### src/sv/sfcf_pkg.sv
`timescale 1ns / 1ps
package sfcf_pkg;

  // ring sizes; each ring holds one less byte than its depth
  localparam int RX_DEPTH = 128;
  localparam int TX_DEPTH = 64;
  localparam int RX_AW = $clog2(RX_DEPTH);
  localparam int TX_AW = $clog2(TX_DEPTH);

  localparam int BYTE_W = 8;
  localparam int FUNC_W = 3;
  localparam int CMD_W = 3;
  localparam int REG_IDX_W = 2;

  // event kinds
  localparam logic [FUNC_W-1:0] FUNC_RX_BYTE    = 3'd0;
  localparam logic [FUNC_W-1:0] FUNC_HOST_READ  = 3'd1;
  localparam logic [FUNC_W-1:0] FUNC_HOST_WRITE = 3'd2;
  localparam logic [FUNC_W-1:0] FUNC_TX_READY   = 3'd3;
  localparam logic [FUNC_W-1:0] FUNC_FLUSH_RX   = 3'd4;

  // command event codes
  localparam logic [CMD_W-1:0] EVT_NONE        = 3'd0;
  localparam logic [CMD_W-1:0] EVT_STATUS      = 3'd1;
  localparam logic [CMD_W-1:0] EVT_CYCLE_START = 3'd2;
  localparam logic [CMD_W-1:0] EVT_FEED_HOLD   = 3'd3;
  localparam logic [CMD_W-1:0] EVT_SYS_RESET   = 3'd4;

  // configuration register indexes
  localparam logic [REG_IDX_W-1:0] REG_STATUS_CHAR      = 2'd0;
  localparam logic [REG_IDX_W-1:0] REG_CYCLE_START_CHAR = 2'd1;
  localparam logic [REG_IDX_W-1:0] REG_FEED_HOLD_CHAR   = 2'd2;
  localparam logic [REG_IDX_W-1:0] REG_RESET_CHAR       = 2'd3;

  localparam logic [BYTE_W-1:0] STATUS_CHAR_RST      = 8'd63;
  localparam logic [BYTE_W-1:0] CYCLE_START_CHAR_RST = 8'd126;
  localparam logic [BYTE_W-1:0] FEED_HOLD_CHAR_RST   = 8'd33;
  localparam logic [BYTE_W-1:0] RESET_CHAR_RST       = 8'd24;

endpackage

### src/sv/sfcf_ram.sv
`timescale 1ns / 1ps
module sfcf_ram #(
  parameter int WIDTH = 8,
  parameter int DEPTH = 64
) (
  input  logic                     clk,
  input  logic                     we,
  input  logic [$clog2(DEPTH)-1:0] waddr,
  input  logic [WIDTH-1:0]         wdata,
  input  logic                     re,
  input  logic [$clog2(DEPTH)-1:0] raddr,
  output logic [WIDTH-1:0]         rdata
);

  logic [WIDTH-1:0] mem [DEPTH];

  always_ff @(posedge clk) begin
    if (we) begin
      mem[waddr] <= wdata;
    end
    if (re) begin
      rdata <= mem[raddr];
    end
  end

endmodule

### src/sv/serial_fifo_command_filter.sv
`timescale 1ns / 1ps
// serial receive/transmit ring buffers with a realtime command filter
//
// input channel (in_valid / in_stall) carries one event per transaction:
// func selects rx byte, host read, host write, tx ready or rx flush, and
// data_in carries the byte for rx byte and host write.
// output channel (out_valid / out_stall) returns exactly one result
// transaction per event, in order.
// most events return their result from the output register in the cycle
// after acceptance; a host read that finds data and a tx ready that finds
// a queued byte read a ring memory and return after a wait state.
// throughput: one event per cycle while the receiver does not stall; the
// input stalls during the wait state of those ring reads.
// the result sits in an output register; a new event is accepted in the
// cycle that register is taken, so a stalling receiver holds the result
// and stalls the input side only while the result is waiting.
// config writes (cfg_we / cfg_index / cfg_data) set the four command
// characters and are expected only while the block is idle.
// reset (synchronous, active high) empties both rings, marks the
// transmitter idle and restores the default command characters.
module serial_fifo_command_filter (
  input  logic                               clk,
  input  logic                               rst,
  // event input
  input  logic                               in_valid,
  output logic                               in_stall,
  input  logic [sfcf_pkg::FUNC_W-1:0]        func,
  input  logic [sfcf_pkg::BYTE_W-1:0]        data_in,
  // result output
  output logic                               out_valid,
  input  logic                               out_stall,
  output logic                               read_valid,
  output logic [sfcf_pkg::BYTE_W-1:0]        read_data,
  output logic                               tx_valid,
  output logic [sfcf_pkg::BYTE_W-1:0]        tx_data,
  output logic [sfcf_pkg::CMD_W-1:0]         command_event,
  output logic                               rx_dropped,
  output logic                               write_refused,
  // configuration
  input  logic                               cfg_we,
  input  logic [sfcf_pkg::REG_IDX_W-1:0]     cfg_index,
  input  logic [sfcf_pkg::BYTE_W-1:0]        cfg_data
);

  localparam logic ST_IDLE   = 1'b0;
  localparam logic ST_RDWAIT = 1'b1;

  // command characters
  logic [sfcf_pkg::BYTE_W-1:0] status_char;
  logic [sfcf_pkg::BYTE_W-1:0] cycle_start_char;
  logic [sfcf_pkg::BYTE_W-1:0] feed_hold_char;
  logic [sfcf_pkg::BYTE_W-1:0] reset_char;

  // ring pointers
  logic [sfcf_pkg::RX_AW-1:0] rx_head, rx_head_next;
  logic [sfcf_pkg::RX_AW-1:0] rx_tail, rx_tail_next;
  logic [sfcf_pkg::TX_AW-1:0] tx_head, tx_head_next;
  logic [sfcf_pkg::TX_AW-1:0] tx_tail, tx_tail_next;
  logic                       tx_busy, tx_busy_next;

  logic state, state_next;
  logic rd_from_rx, rd_from_rx_next;   // pending read targets rx ring

  // result fields computed at acceptance
  logic                          res_read_valid;
  logic                          res_tx_valid;
  logic [sfcf_pkg::BYTE_W-1:0]   res_tx_data;
  logic [sfcf_pkg::CMD_W-1:0]    res_cmd;
  logic                          res_dropped;
  logic                          res_refused;
  logic                          res_needs_read;

  // memory ports
  logic                          rx_we, rx_re;
  logic                          tx_we, tx_re;
  logic [sfcf_pkg::BYTE_W-1:0]   rx_rdata, tx_rdata;

  logic in_acc, out_take;
  logic [sfcf_pkg::RX_AW-1:0] rx_head_inc, rx_tail_inc;
  logic [sfcf_pkg::TX_AW-1:0] tx_head_inc, tx_tail_inc;
  logic rx_full, rx_empty, tx_full, tx_empty;

  // stall input while a read is in flight or the result is held
  assign in_stall = (state == ST_RDWAIT) || (out_valid && out_stall);
  assign in_acc   = in_valid && !in_stall;
  assign out_take = out_valid && !out_stall;

  // wrapping increments work for any depth, not just powers of two
  assign rx_head_inc = (rx_head == sfcf_pkg::RX_AW'(sfcf_pkg::RX_DEPTH - 1))
                       ? '0 : rx_head + 1'b1;
  assign rx_tail_inc = (rx_tail == sfcf_pkg::RX_AW'(sfcf_pkg::RX_DEPTH - 1))
                       ? '0 : rx_tail + 1'b1;
  assign tx_head_inc = (tx_head == sfcf_pkg::TX_AW'(sfcf_pkg::TX_DEPTH - 1))
                       ? '0 : tx_head + 1'b1;
  assign tx_tail_inc = (tx_tail == sfcf_pkg::TX_AW'(sfcf_pkg::TX_DEPTH - 1))
                       ? '0 : tx_tail + 1'b1;

  assign rx_full  = (rx_head_inc == rx_tail);
  assign rx_empty = (rx_head == rx_tail);
  assign tx_full  = (tx_head_inc == tx_tail);
  assign tx_empty = (tx_head == tx_tail);

  // event decode: pointer updates, memory accesses and result fields
  always_comb begin
    rx_head_next    = rx_head;
    rx_tail_next    = rx_tail;
    tx_head_next    = tx_head;
    tx_tail_next    = tx_tail;
    tx_busy_next    = tx_busy;
    rx_we           = 1'b0;
    rx_re           = 1'b0;
    tx_we           = 1'b0;
    tx_re           = 1'b0;
    res_read_valid  = 1'b0;
    res_tx_valid    = 1'b0;
    res_tx_data     = '0;
    res_cmd         = sfcf_pkg::EVT_NONE;
    res_dropped     = 1'b0;
    res_refused     = 1'b0;
    res_needs_read  = 1'b0;
    if (in_acc) begin
      case (func)
        sfcf_pkg::FUNC_RX_BYTE: begin
          // first matching command character wins
          if (data_in == status_char) begin
            res_cmd = sfcf_pkg::EVT_STATUS;
          end else if (data_in == cycle_start_char) begin
            res_cmd = sfcf_pkg::EVT_CYCLE_START;
          end else if (data_in == feed_hold_char) begin
            res_cmd = sfcf_pkg::EVT_FEED_HOLD;
          end else if (data_in == reset_char) begin
            res_cmd = sfcf_pkg::EVT_SYS_RESET;
          end else if (rx_full) begin
            res_dropped = 1'b1;
          end else begin
            rx_we        = 1'b1;
            rx_head_next = rx_head_inc;
          end
        end
        sfcf_pkg::FUNC_HOST_READ: begin
          if (!rx_empty) begin
            rx_re          = 1'b1;
            res_read_valid = 1'b1;
            res_needs_read = 1'b1;
            rx_tail_next   = rx_tail_inc;
          end
        end
        sfcf_pkg::FUNC_HOST_WRITE: begin
          // fullness is tested before the idle check
          if (tx_full) begin
            res_refused = 1'b1;
          end else if (tx_busy) begin
            tx_we        = 1'b1;
            tx_head_next = tx_head_inc;
          end else begin
            tx_busy_next = 1'b1;
            res_tx_valid = 1'b1;
            res_tx_data  = data_in;
          end
        end
        sfcf_pkg::FUNC_TX_READY: begin
          if (!tx_empty) begin
            tx_re          = 1'b1;
            res_tx_valid   = 1'b1;
            res_needs_read = 1'b1;
            tx_tail_next   = tx_tail_inc;
          end else begin
            tx_busy_next = 1'b0;
          end
        end
        sfcf_pkg::FUNC_FLUSH_RX: begin
          rx_tail_next = rx_head;
        end
        default: begin
          // unknown event: all-zero result
        end
      endcase
    end
  end

  always_comb begin
    state_next      = state;
    rd_from_rx_next = rd_from_rx;
    case (state)
      ST_IDLE: begin
        if (in_acc && res_needs_read) begin
          state_next      = ST_RDWAIT;
          rd_from_rx_next = res_read_valid;
        end
      end
      ST_RDWAIT: begin
        state_next = ST_IDLE;
      end
      default: begin
        state_next = ST_IDLE;
      end
    endcase
  end

  // control registers
  always_ff @(posedge clk) begin
    if (rst) begin
      rx_head    <= '0;
      rx_tail    <= '0;
      tx_head    <= '0;
      tx_tail    <= '0;
      tx_busy    <= 1'b0;
      state      <= ST_IDLE;
      rd_from_rx <= 1'b0;
      out_valid  <= 1'b0;
    end else begin
      rx_head    <= rx_head_next;
      rx_tail    <= rx_tail_next;
      tx_head    <= tx_head_next;
      tx_tail    <= tx_tail_next;
      tx_busy    <= tx_busy_next;
      state      <= state_next;
      rd_from_rx <= rd_from_rx_next;
      if (in_acc) begin
        // events that read a ring memory raise out_valid from the wait state instead
        out_valid <= !res_needs_read;
      end else if (state == ST_RDWAIT) begin
        out_valid <= 1'b1;
      end else if (out_take) begin
        out_valid <= 1'b0;
      end
    end
  end

  // command characters
  always_ff @(posedge clk) begin
    if (rst) begin
      status_char      <= sfcf_pkg::STATUS_CHAR_RST;
      cycle_start_char <= sfcf_pkg::CYCLE_START_CHAR_RST;
      feed_hold_char   <= sfcf_pkg::FEED_HOLD_CHAR_RST;
      reset_char       <= sfcf_pkg::RESET_CHAR_RST;
    end else if (cfg_we) begin
      case (cfg_index)
        sfcf_pkg::REG_STATUS_CHAR:      status_char      <= cfg_data;
        sfcf_pkg::REG_CYCLE_START_CHAR: cycle_start_char <= cfg_data;
        sfcf_pkg::REG_FEED_HOLD_CHAR:   feed_hold_char   <= cfg_data;
        sfcf_pkg::REG_RESET_CHAR:       reset_char       <= cfg_data;
        default: begin
        end
      endcase
    end
  end

  // result payload register; read bytes land in the wait cycle
  always_ff @(posedge clk) begin
    if (in_acc) begin
      read_valid    <= res_read_valid;
      read_data     <= '0;
      tx_valid      <= res_tx_valid;
      tx_data       <= res_tx_data;
      command_event <= res_cmd;
      rx_dropped    <= res_dropped;
      write_refused <= res_refused;
    end else if (state == ST_RDWAIT) begin
      if (rd_from_rx) begin
        read_data <= rx_rdata;
      end else begin
        tx_data <= tx_rdata;
      end
    end
  end

  sfcf_ram #(
    .WIDTH (sfcf_pkg::BYTE_W),
    .DEPTH (sfcf_pkg::RX_DEPTH)
  ) u_rx_ram (
    .clk   (clk),
    .we    (rx_we),
    .waddr (rx_head),
    .wdata (data_in),
    .re    (rx_re),
    .raddr (rx_tail),
    .rdata (rx_rdata)
  );

  sfcf_ram #(
    .WIDTH (sfcf_pkg::BYTE_W),
    .DEPTH (sfcf_pkg::TX_DEPTH)
  ) u_tx_ram (
    .clk   (clk),
    .we    (tx_we),
    .waddr (tx_head),
    .wdata (data_in),
    .re    (tx_re),
    .raddr (tx_tail),
    .rdata (tx_rdata)
  );

  // no input transaction while a ring read is outstanding
  a_wait_stalls: assert property (@(posedge clk) disable iff (rst)
    (state == ST_RDWAIT) |-> in_stall)
    else $error("input accepted during ring read");

  // a host read that hits the ring delivers its result after the wait cycle
  a_read_wait: assert property (@(posedge clk) disable iff (rst)
    (in_acc && func == sfcf_pkg::FUNC_HOST_READ && rx_head != rx_tail)
    |=> (state == ST_RDWAIT && !out_valid) ##1 (out_valid && read_valid))
    else $error("host read result not delivered after wait");

  // a result reports at most one kind of outcome
  a_one_outcome: assert property (@(posedge clk) disable iff (rst)
    out_valid |-> $onehot0({read_valid, tx_valid, rx_dropped, write_refused,
                            command_event != sfcf_pkg::EVT_NONE}))
    else $error("result carries more than one outcome");

  // the transmitter goes idle only on a tx ready event or on reset
  a_busy_fall: assert property (@(posedge clk) disable iff (rst)
    $fell(tx_busy) |-> ($past(rst) || $past(in_acc && func == sfcf_pkg::FUNC_TX_READY)))
    else $error("transmitter marked idle without tx ready");

endmodule

### config.mk
export PLATFORM = sky130hd
export DESIGN_NAME = serial_fifo_command_filter
export DESIGN_NICKNAME = d
export VERILOG_FILES = /design/src/sv/sfcf_pkg.sv /design/src/sv/sfcf_ram.sv /design/src/sv/serial_fifo_command_filter.sv
export SDC_FILE = /design/constraint.sdc
export NUM_CORES = 2
export LEC_CHECK = 0
export ABC_AREA = 0
export BUFFER_PORTS_ARGS = -buffer_cell sky130_fd_sc_hd__buf_2
export CAP_MARGIN = 20
export CORE_MARGIN = 5
export CORE_UTILIZATION = 57
export DETAILED_ROUTE_END_ITERATION = 10
export PLACE_DENSITY = 0.76
export SLEW_MARGIN = 20
export SYNTH_ARGS = -nofsm -noshare
export SYNTH_HDL_FRONTEND = slang
export SYNTH_HIERARCHICAL = 1
export SYNTH_SLANG_ARGS = --single-unit
### constraint.sdc
create_clock -name clk -period 3.35 [get_ports clk]
set_input_delay 0.5025 -clock clk [delete_from_list [all_inputs] [get_ports clk]]
set_output_delay 0.5025 -clock clk [all_outputs]
set_load 0.01 [all_outputs]
* Yosys cells after proc, flatten, opt, wreduce, memory -nomap -nowiden
Memories as Yosys holds them, arrays and structs flattened. A register that Yosys moved wholly into a read port is not among the register bits. Cells that the tools add are included.
Storage, ports and cells: register bits after elaboration 85, latch bits 0, RAM bits 1536, ROM bits 0, output and inout bits 25, memories kept 2
Memories:
- u_rx_ram.mem | depth 128, width 8, read ports 1, clocked after memory_dff 1, wr ports 1, line sfcf_ram.sv:15 | logic [WIDTH-1:0] mem [DEPTH];
- u_tx_ram.mem | depth 64, width 8, read ports 1, clocked after memory_dff 1, wr ports 1, line sfcf_ram.sv:15
Operators by class: $add $sub $neg 4, multiply operators 0, div/mod/pow operators 0, $lt $le $gt $ge 0, equality and inequality tests 23, shift-type cells 0, mux-type cells 52, bitwise gates (word level) 9, reductions and logical operators 29
Operators with widths (number):
- 8-bit 2-to-1 mux | 6
- 1-bit 2-to-1 mux | 33
- 8-bit equality test | 4
- 7-bit 2-to-1 mux | 3
- 7-bit by 1-bit adder with 7-bit output, second input constant | 2
- 7-bit equality test | 2
- 7-bit equality test, second input constant | 2
- 7-bit case mux with 2 select lines | 1
- 2-bit AND reduction | 7
- 6-bit by 1-bit adder with 6-bit output, second input constant | 2
- 6-bit equality test | 2
- 6-bit equality test, second input constant | 2
- 6-bit 2-to-1 mux | 2
- 1-bit inverter | 9
- 1-bit case mux with 2 select lines | 4
- 4-bit AND reduction | 2
- 7-bit AND reduction | 1
- 3-bit by 2-bit equality test with 1-bit output, second input constant | 2
- 2-bit != test, second input constant | 3
- 3-bit AND reduction | 2
- 2-bit nonzero test | 3
- 5-bit OR reduction | 1
- 2-bit equality test, second input constant | 2
- 1-bit logical AND | 4
- 13 further kinds | 16

* Longest topological paths before layout
depth after elaboration 12, depth in mapped cells 11, depth with buffers taken out 9

* Modules after synthesis
The synthesis kept the hierarchy.
Modules (own cells, without submodules):
- sfcf_ram (u_rx_ram) | times used 1, cells each 1635, area an instance 39745.6 um2, seq. area each 30989.7 um2
- sfcf_ram (u_tx_ram) | times used 1, cells each 940, area an instance 20246.9 um2, seq. area each 15615.0 um2
- serial_fifo_command_filter | times used 1, cells each 527, area an instance 4568.1 um2, seq. area each 1851.8 um2

* Least setup slack after synthesis
Ideal clock, no wire load.
path type flip-flop to flip-flop, start point register rx_head[0] (netlist bit), end point memory u_rx_ram.mem[110][0] (enable), library setup time 0.371 ns, data arrival time 3.106 ns, required time 2.979 ns, slack -0.127 ns, cell stages (with the launch flop) 12, path through dfxtp_1 > ha_1 > nand3_4 > or2_1 > a211oi_1 > nor4_4 > a31oi_2 > clkbuf_1 > nor2b_1 > nand3_1 > clkbuf_1 > nor2_1
Between the ends: word-level cells in the longest chain between the ends 12, elaborated cells on any way between the ends 13, those cells by class add/sub (1); eq/ne (2); mux (10)
Ends and longest elaborated chain:
- start: declaration | line serial_fifo_command_filter.sv:55 | logic [sfcf_pkg::RX_AW-1:0] rx_head, rx_head_next;
- start signal: assignment | line serial_fifo_command_filter.sv:212 | rx_head <= rx_head_next;
- 7-bit by 1-bit adder with 7-bit output / 7-bit equality test (equally long branches) | line serial_fifo_command_filter.sv:90, serial_fifo_command_filter.sv:89
- 7-bit 2-to-1 mux * | line serial_fifo_command_filter.sv:90 | ? '0 : rx_head + 1'b1;
- 7-bit equality test * | line serial_fifo_command_filter.sv:98 | assign rx_full = (rx_head_inc == rx_tail);
- 1-bit 2-to-1 mux * | line serial_fifo_command_filter.sv:133 | end else if (rx_full) begin
- 1-bit 2-to-1 mux * | line serial_fifo_command_filter.sv:131 | end else if (data_in == reset_char) begin
- 1-bit 2-to-1 mux * | line serial_fifo_command_filter.sv:129 | end else if (data_in == feed_hold_char) begin
- 1-bit 2-to-1 mux * | line serial_fifo_command_filter.sv:127 | end else if (data_in == cycle_start_char) begin
- 1-bit 2-to-1 mux * | line serial_fifo_command_filter.sv:125 | if (data_in == status_char) begin
- 1-bit 2-to-1 mux * | line serial_fifo_command_filter.sv:122 | case (func)
- 1-bit 2-to-1 mux * | line serial_fifo_command_filter.sv:121 | if (in_acc) begin
- net rx_we | line serial_fifo_command_filter.sv:74 | logic rx_we, rx_re;
- 1-bit 2-to-1 mux * | line sfcf_ram.sv:18 | if (we) begin
- 1-bit 2-to-1 mux (implied by the code) * | line sfcf_ram.sv:19 | mem[waddr] <= wdata;
- end: declaration | line sfcf_ram.sv:15
Mark *: on every way through the listed nets, which the timed path passes. The rest lies on a longest branch.

* Final worst setup path
start point register tx_head[1] (netlist bit), end point memory u_tx_ram.mem[18][7] (enable)
Between the ends: word-level cells in the longest chain between the ends 8, elaborated cells on any way between the ends 9, those cells by class add/sub (1); eq/ne (2); mux (6)
Ends and longest elaborated chain:
- start: declaration | line serial_fifo_command_filter.sv:57 | logic [sfcf_pkg::TX_AW-1:0] tx_head, tx_head_next;
- start signal: assignment | line serial_fifo_command_filter.sv:214 | tx_head <= tx_head_next;
- 6-bit by 1-bit adder with 6-bit output / 6-bit equality test (equally long branches) | line serial_fifo_command_filter.sv:94, serial_fifo_command_filter.sv:93
- 6-bit 2-to-1 mux * | line serial_fifo_command_filter.sv:94 | ? '0 : tx_head + 1'b1;
- 6-bit equality test * | line serial_fifo_command_filter.sv:100 | assign tx_full = (tx_head_inc == tx_tail);
- 1-bit 2-to-1 mux * | line serial_fifo_command_filter.sv:150 | if (tx_full) begin
- 1-bit 2-to-1 mux * | line serial_fifo_command_filter.sv:122
- 1-bit 2-to-1 mux * | line serial_fifo_command_filter.sv:121
- net tx_we | line serial_fifo_command_filter.sv:75 | logic tx_we, tx_re;
- 1-bit 2-to-1 mux * | line sfcf_ram.sv:18
- 1-bit 2-to-1 mux (implied by the code) * | line sfcf_ram.sv:19
- end: declaration | line sfcf_ram.sv:15
Marked as above.

==> run summary <==
Routed wl met3: 16000 µm
Final setup fails: 0
Ys Warns: 6
Yosys cell types: 68
#FFs+latches synth: 1637
RePlAce Congestion: 0.887
RSZ-0062 raised after global routing: true
Root Driver: clkbuf_16
Clock slew at reported path FFs: 0.06 ns
Final Worst Setup Slack: 0.0769 ns
Peak VDD IR: 493 µV
Layout cells sized above 1: 31.3%
Max_slew headroom: 24.2%
CTS tree: built
Die Y: 347 µm
# placed instances: 4802
Non-filler instance count after layout: 5103
WL met1: 57200 µm
Post-Synthesis Cells: 3102
Crit path cell chain: ha_1 > and3_1 > nand3_1 > and3_1 > o221a_2 > nor2_1 > nor2b_1 > nand2_1 > nor2_1 > buf_4
Worst slew pin tran: 1.14 ns
Most frequent cells in the layout: edfxtp_1 (1567), mux4_2 (462), buf_4 (291)
Clk_lat worst skew: 0.77 ns
Pre-Repair DR Iteration Count: 8
Syn nets: 3132
Syn Std Cell Area: 64600 µm²
Kind of critical path: register to register
I/O Pins: 51
Worst Setup Slack post-DPL: -0.0828 ns
Area Overhead vs Synth: 14.5%
DR vias: 33400
Comb pwr share: 2.3%
Worst EP arrival: 3.72 ns
Final Util: 65.7%
Global Route Usage Sum: 25.7%
DR top layer: met4
Worst Skew: 0.0294 ns
IO buf count: 50
Initial Util: 57.4%
Core Region: 112000 µm²
Startpoint Class: register
Pint: 32.3 mW
Hold crit path type: input port to register
Switching Fraction: 20.0%
CTS Buf Count: 158
P per Cell Area: 546 nW/µm²
Sequential share of the synthesized area: 75.1%
Worst path max stage delay: 0.47 ns
Crit path max-delay cell type: nand2_1
Hold slack final: 0.0557 ns
Nets: 3502
Ys async rst share: 0%
DPL Wire Length: 92100 µm
Worst setup EP type: register
H-tree depth: 4
First-pass GRT wire length: 230000 µm
Clock tree sinks: 1637
Max-Cap Viols: 0
Status: completed
TNS Setup: 0 ns
FMAX: 306 MHz
Vias/cell: 6.54
Ys flop type: edfxtp_1
Largest net degree at the start of global routing: 187
Commonest non-fill, non-tap cell in the layout: edfxtp_1
Count of final hold-check violations: 0
Tcrit/Tclk final: 97.7%
Initial antenna violation count: 2
Seq pwr share: 55.6%
Max-slew violation count: 0
Drt drc: 0
Mapped Avg Cell Area: 20.8 µm²
Post-DRT Antenna Nets: 0
Iteration-0 DRC Markers: 4541
Grt ovf: 0
Die width: 347 µm
Number of synthesized flops with an enable pin: 1567
Max Root-Sink Buffers: 3
Leak pwr: 22.9 nW
Routed WL: 154000 µm
# rows: 123
Die area: 120000 µm²
WL/cell: 30.2 µm
Clock power share: 42.1%
WP data required: 3.80 ns
Worst Path Max Fanout: 8
Met2 wire len: 75800 µm
Switching pwr: 8.10 mW
Fin crit period: 3.27 ns
Number of global-route vias before repair: 34100
through the flow:
step / total power, mW / cell area, µm²
after global routing: 41.7 / 73900
final: 40.4 / 74000
after CTS: 40.6 / 73900
after global placement: 23.8 / 68900
after floorplan: 23.3 / 64600
after detailed placement: 23.8 / 68900
layout make-up:
class,instances,area [µm²]
inverters,13,48.8
well taps,1500,1880
fillers,6886,38500
clock inverters,81,682
clock buffers,207,4260
diodes,3,7.51
multi-input cells,1277,15300
flip-flops and latches,1637,48500
repair buffers,385,3310
per-layer routing:
layer | up-vias | GRT usage, %
li1 | 13600 | -
met1 | 17400 | 36.3
met2 | 2034 | 41.3
met3 | 346 | 5.68
met4 | 0 | 7.92
met5 | - | 0
repair_timing:
item	in CTS	in global routing
endpoints found under the setup margin	0	735
setup buffers	0	2
hold buffers	6	0
gates resized for setup	0	3
endpoints found under the hold margin	9	0
path summary, 6_finish.rpt:
check                    start                  end  slack [ns]  cells after the start
setup reg to reg    tx_head[1]  u_tx_ram/mem[18][7]        0.08                     10
hold / removal        in_valid            out_valid        0.06                      3
setup / recovery    tx_head[1]  u_tx_ram/mem[18][7]        0.08                     10
hold reg to reg   read_data[0]         read_data[0]        0.46                      2
sequential cells by signal, summed over array words and instances (netlist names), 6 cells and up:
register,count
u_rx_ram/mem,1024
u_tx_ram/mem,512
cycle_start_char,8
feed_hold_char,8
read_data,8
reset_char,8
status_char,8
tx_data,8
u_rx_ram/rdata,8
u_tx_ram/rdata,8
rx_head,7
rx_tail,7
tx_head,6
tx_tail,6
worst max-delay path: cells and delay by family (launching register included):
| family | cells | cell delay, ns |
|---|---|---|
| buffers and inverters | 1 | 0.22 |
| AO/OA/AOI/OAI | 1 | 0.29 |
| AND/OR/NAND/NOR | 7 | 1.84 |
| flip-flops | 1 | 0.35 |
| adder cells (fa/ha/maj) | 1 | 0.26 |
power by group through the flow:
| stage | sequential, mW | combinational (mW) | clock (mW) |
|---|---|---|---|
| 2_1_floorplan | 22.9 | 0.364 | 0 |
| 3_3_place_gp | 22.9 | 0.876 | 0 |
| 3_5_place_dp | 22.9 | 0.911 | 0 |
| 4_1_cts | 22.4 | 0.923 | 17.2 |
| 5_1_grt | 22.4 | 0.987 | 18.2 |
| 6_report | 22.4 | 0.923 | 17.0 |
synthesized netlist by cell type (5+ instances only):
master / n / area share [%]
edfxtp_1: 1567 / 73
mux4_2: 462 / 16
nor2_1: 248 / 1.4
nand2_1: 92 / 0.53
clkbuf_1: 89 / 0.52
dfxtp_1: 70 / 2.2
nand3_1: 46 / 0.36
a21oi_1: 38 / 0.29
mux2i_1: 38 / 0.59
nor2b_1: 33 / 0.32
xor2_1: 30 / 0.41
buf_2: 29 / 0.22
buf_4: 26 / 0.30
xnor2_1: 26 / 0.35
buf_1: 24 / 0.14
nor3_1: 23 / 0.18
mux2_2: 22 / 0.38
o21ai_0: 21 / 0.16
nand2b_1: 17 / 0.16
nand4_1: 15 / 0.15
inv_1: 13 / 0.076
nand3b_1: 12 / 0.14
nor4_1: 10 / 0.097
a211o_1: 9 / 0.12
o221ai_1: 9 / 0.12
or3_1: 9 / 0.087
a22o_1: 8 / 0.11
and3_1: 8 / 0.078
o22ai_1: 8 / 0.078
a211oi_1: 7 / 0.081
a221oi_1: 6 / 0.081
nor3b_1: 6 / 0.070
buf_6: 5 / 0.087
or2_2: 5 / 0.048
logic make-up (layout without fill, tap and decap cells):
family,count (synthesis),in the layout,share of synthesized area [%]
simple gates,536,536,3.85
flops,1637,1637,75.1
fa+ha+maj,4,4,0.0775
xor+xnor,56,56,0.760
compound gates,155,155,1.69
mux,526,526,17.2
buf+inv,188,686,1.41
other cells,0,3,0
Note: power is estimated with default switching activity, not from simulation.
